### src/rtl/ckpc_pkg.sv
// Shared types, register map, format codes and conversion functions of the color-keyed converter.
package ckpc_pkg;

    localparam int PAL_DEPTH   = 256;
    localparam int PAL_WIDTH   = 24;
    localparam int PAL_AW      = 8;
    localparam int APB_AW      = 5;
    localparam int APB_DW      = 32;

    typedef enum logic [1:0] {
        SRC_IDX8   = 2'd0,
        SRC_RGB565 = 2'd1,
        SRC_RGB24  = 2'd2,
        SRC_RGB32  = 2'd3
    } src_depth_t;

    typedef enum logic [1:0] {
        DST_RGB332 = 2'd0,
        DST_RGB565 = 2'd1,
        DST_RGB24  = 2'd2,
        DST_RGB32  = 2'd3
    } dst_depth_t;

    typedef enum logic [2:0] {
        REG_SRC_DEPTH  = 3'd0,
        REG_DST_DEPTH  = 3'd1,
        REG_KEY_ENABLE = 3'd2,
        REG_KEY_COLOR  = 3'd3,
        REG_COPY_INDEX = 3'd4
    } reg_index_t;

    typedef enum logic {
        KIND_PIXEL   = 1'b0,
        KIND_PAL_WR  = 1'b1
    } kind_t;

    typedef struct packed {
        logic        kind;
        logic [31:0] pixel_value;
        logic [7:0]  pal_index;
        logic [23:0] pal_color;
        logic        last_in;
    } ckpc_in_t;

    typedef struct packed {
        logic [31:0] out_pixel;
        logic        write_enable;
        logic        last_out;
    } ckpc_out_t;

    typedef struct packed {
        src_depth_t  src_depth;
        dst_depth_t  dst_depth;
        logic        key_enable;
        logic [31:0] key_color;
        logic        copy_index;
    } ckpc_cfg_t;

    function automatic logic [23:0] widen565(input logic [15:0] c);
        return {c[15:11], c[15:13], c[10:5], c[10:9], c[4:0], c[4:2]};
    endfunction

    function automatic logic [7:0] to_rgb332(input logic [23:0] c);
        return {c[23:21], c[15:13], c[7:6]};
    endfunction

    function automatic logic [15:0] to_rgb565(input logic [23:0] c);
        return {c[23:19], c[15:10], c[7:3]};
    endfunction

    function automatic logic [7:0] narrow565(input logic [15:0] c);
        return {c[15:13], c[10:8], c[4:3]};
    endfunction

endpackage

### src/rtl/ckpc_cfg.sv
// APB configuration register file of the color-keyed converter.
module ckpc_cfg (
    input  logic                      aclk,
    input  logic                      aresetn,
    input  logic                      psel,
    input  logic                      penable,
    input  logic                      pwrite,
    input  logic [ckpc_pkg::APB_AW-1:0] paddr,
    input  logic [ckpc_pkg::APB_DW-1:0] pwdata,
    output logic [ckpc_pkg::APB_DW-1:0] prdata,
    output logic                      pready,
    output ckpc_pkg::ckpc_cfg_t       cfg
);
    import ckpc_pkg::*;

    ckpc_cfg_t  cfg_reg;
    ckpc_cfg_t  cfg_next;
    reg_index_t idx;
    logic       wr_en;

    assign idx   = reg_index_t'(paddr[APB_AW-1:2]);
    assign wr_en = psel && penable && pwrite;

    always_comb begin
        cfg_next = cfg_reg;
        if (wr_en) begin
            unique case (idx)
                REG_SRC_DEPTH:  cfg_next.src_depth  = src_depth_t'(pwdata[1:0]);
                REG_DST_DEPTH:  cfg_next.dst_depth  = dst_depth_t'(pwdata[1:0]);
                REG_KEY_ENABLE: cfg_next.key_enable = pwdata[0];
                REG_KEY_COLOR:  cfg_next.key_color  = pwdata;
                REG_COPY_INDEX: cfg_next.copy_index = pwdata[0];
                default:        cfg_next = cfg_reg;
            endcase
        end
    end

    always_ff @(posedge aclk) begin
        if (!aresetn) begin
            cfg_reg <= '0;
        end else begin
            cfg_reg <= cfg_next;
        end
    end

    always_comb begin
        unique case (idx)
            REG_SRC_DEPTH:  prdata = {30'd0, cfg_reg.src_depth};
            REG_DST_DEPTH:  prdata = {30'd0, cfg_reg.dst_depth};
            REG_KEY_ENABLE: prdata = {31'd0, cfg_reg.key_enable};
            REG_KEY_COLOR:  prdata = cfg_reg.key_color;
            REG_COPY_INDEX: prdata = {31'd0, cfg_reg.copy_index};
            default:        prdata = '0;
        endcase
    end

    assign pready = 1'b1;
    assign cfg    = cfg_reg;

endmodule

### config.mk
export PLATFORM = sky130hd
export DESIGN_NAME = ckpc_cfg
export DESIGN_NICKNAME = d
export VERILOG_FILES = /design/src/rtl/ckpc_pkg.sv /design/src/rtl/ckpc_cfg.sv
export SDC_FILE = /design/constraint.sdc
export NUM_CORES = 1
export LEC_CHECK = 0
export BUFFER_PORTS_ARGS = -buffer_cell sky130_fd_sc_hd__buf_2
export CORE_MARGIN = 2
export CORE_UTILIZATION = 40
export CTS_CLUSTER_SIZE = 20
export DETAILED_ROUTE_END_ITERATION = 10
export GPL_ROUTABILITY_DRIVEN = 0
export PLACE_DENSITY = 0.79
export SYNTH_ARGS = -nofsm -noshare
export SYNTH_HDL_FRONTEND = slang
export SYNTH_SLANG_ARGS = --single-unit
### constraint.sdc
create_clock -name aclk -period 2.4 [get_ports aclk]
set_input_delay 0.12 -clock aclk [delete_from_list [all_inputs] [get_ports aclk]]
set_output_delay 0.12 -clock aclk [all_outputs]
set_load 0.03 [all_outputs]
==> results.md <==
- Area contributors post-synth: dfxtp_1 (41%), mux2i_1 (21%), nand2_1 (15%)
- Worst path depth: 4
- Post-route setup TNS: 0 ps
- Clock Latency Late Sink: between 200 and 300 ps
- RSZ-0062 raised after global routing: false
- Sequential share of power: about 55%
- Worst setup path endpoint: prdata[0]
- PortBufs: 109
- Commonest non-fill, non-tap cell in the layout: buf_2
- Antenna violations before repair: 0
- Comb power frac: about a tenth
- Area of the multi-input gates: roughly 970 sq um
- Fin. Hold Viols: 0
- Startpoint types: register
- Grt ovf: 0
- Pin count of the biggest net entering global routing: 29
- Pleak: around 1.2 nW
- Fmax: between 600 and 700 MHz
- Cells after Synth: approximately 210
- CP Launch Point: cfg[33]
- Source of the worst register-to-register timing path: cfg[32]
- Data required, critical path: 2280 ps
- Clock sinks: 38
- Worst setup EP type: primary output
- Worst EP arrival: 1360 ps
- Die height: just over 70 um
- Period minus WS final: 1480 ps
- First-pass GRT wire length: slightly below 7 mm
- Area grow syn2layout: 34.5%
- Post_cts resized: 0
- Fin. max-slew vios: 0
- CTS tree: built
- Syn_nets: roughly 250
- Fin area: between 2000 and 2500 sq um
- Final Non-Filler Cells: 368
- Worst hold slack: 69.4 ps
- Max reg flops: 38
- Sw power: around 280 uW
- CP Class: register to primary output
- Number of global-route vias before repair: between 1,500 and 2,000
- Cell row count: 24
- Nets: approximately 360
- Die X: around 72 um
- Avg WL per Cell: approximately 12 um
- CP delay by family, top: multiplexers
- Hold path cells: 3
- Status: complete, no violations
- CP Max Fanout: 3
- CP Cell Sequence: mux4_2 > inv_1 > o21ai_0 > buf_2
- Initial DRC Count: just under 100
- Number of CTS-inserted buffers: 5
- Remaining DRCs: 0
- Dpl hpwl: 3.18 mm
- Slowest-stage cell, CP: mux4_2
- Sequential area share after synthesis: 41.4%
- CTS HTree Levels: 2
- Total wire length: 4.29 mm
- Share of cells above drive strength 1: 39.6%
- Initial DRT Pass Iterations: 4
- Max_cap viols: 0
- Area after DPL: approximately 2400 sq um
- Die Area: between 5000 and 6000 sq um
- Setup Buffers After CTS: 0
- I/O pin count: between 100 and 150
- Total global-route track usage: between 10% and 20%
- Int Power: just under 900 uW
- Hold buffers post-CTS: 0
- Vias: ~1,700
- Cell area power density: about 470 nW/um^2
- Fill count: about 430
- Post-DR vias/cell: roughly 4.6
- Synth Area per Inst: 8.71 sq um
- Max incr delay on CP: about 450 ps
- Clock power frac: between 30% and 40%
- Clk slew on worst S/H paths: around 70 ps
- Floorplan core area: around 4400 sq um
- Final ANT Viol Nets: 0
- # diodes: 0
- Synth top area share: between 40 and 50%
- Worst vdd ir: between 0.0002 and 0.00025 V
- Tcrit/Tclk final: between 60% and 70%
- Reg2reg setup slack: ~1700 ps
- Total power: about 1.2 mW
- Yosys reg bits: 38
- CTS Buffer Depth: 2
- Post-Syn Area: 1840 sq um
- Switching share of power: a little under a quarter
- Most frequent cells in the layout: buf_2 (109), nand2_1 (71), mux2i_1 (38), dfxtp_1 (38), and2_1 (30)
- CTS root buf: clkbuf_8
- CP Buf/Inv Count: 2
- Netlist cell types: 22
- Placed cell count: ~360
- Min-delay worst type: input port to register
- Register area: 761 sq um
- Initial core utilization: a little over two fifths
- Final Skew: 0 ps
- Final setup viols: 0
- RR Endpoint: cfg[32]
- Biggest area consumer among synthesized cells: dfxtp_1
- Warnings from Yosys: 0
- R2r worst-path depth: 2
[worst register-to-register path: stages, from the launching register on]
cell and delay, ps:
dfxtp_1 340, nand2_1 70, mux2i_1 180
[Yosys cell counts, drive strengths merged]
master and instances:
a22oi 1, and2 30, buf 7, clkbuf 10, conb 1, dfxtp 38, inv 1, mux2 1
mux2i 38, mux4 1, nand2 71, nand3 1, nand4 1, nand4b 1, nor2 4, nor3 1
nor3b 2, o21ai 1, or3 1
[layer usage]
layer	routed length (um)	track usage (%)
met1	1830	20.1
met5	0	0
met4	47	5.03
met3	312	5.06
met2	2100	28.6
[how the worst min path moves through the flow]
| stage | from | end | slack [ps] |
|---|---|---|---|
| floorplan | pwdata[9] | cfg[10] | 260 |
| global placement | pwdata[30] | cfg[31] | 370 |
| detailed placement | pwdata[3] | cfg[4] | 370 |
| CTS | pwdata[3] | cfg[4] | 60 |
| global route | pwdata[3] | cfg[4] | 70 |
| finish | pwdata[13] | cfg[14] | 70 |
[area by class of cell]
cell class	instances	area share, %
Timing Repair Buffer	115	23.9
Clock buffer	7	3.09
Tap cell	52	2.63
Sequential cell	38	30.8
Multi-Input combinational cell	155	39.4
Inverter	1	0.152
[kinds of logic (layout without fill, tap and decap cells)]
family                 Yosys count  count (layout)  share of synthesized area (%)
flip-flops                      38              38                           41.4
multiplexers                    40              40                           22.5
buffers and inverters           18             123                           5.59
AO/OA/AOI/OAI                    2               2                          0.681
other                            1               1                          0.204
AND/OR/NAND/NOR                112             112                           29.6
[power by group through the flow]
stage	clock network (mW)	registers [mW]	logic [mW]
4_1_cts	0.423	0.638	0.112
3_5_place_dp	0	0.652	0.112
5_1_grt	0.455	0.638	0.124
2_1_floorplan	0	0.661	0.0571
3_3_place_gp	0	0.652	0.110
6_report	0.409	0.638	0.111
[through the flow]
step	worst slack, ps	util (%)
2_1_floorplan	783	-
3_3_place_gp	1200	54.6
3_5_place_dp	1180	54.6
4_1_cts	907	56.3
5_1_grt	862	56.3
6_report	924	56.3
No activity file was read; power rests on OpenSTA's default activity.
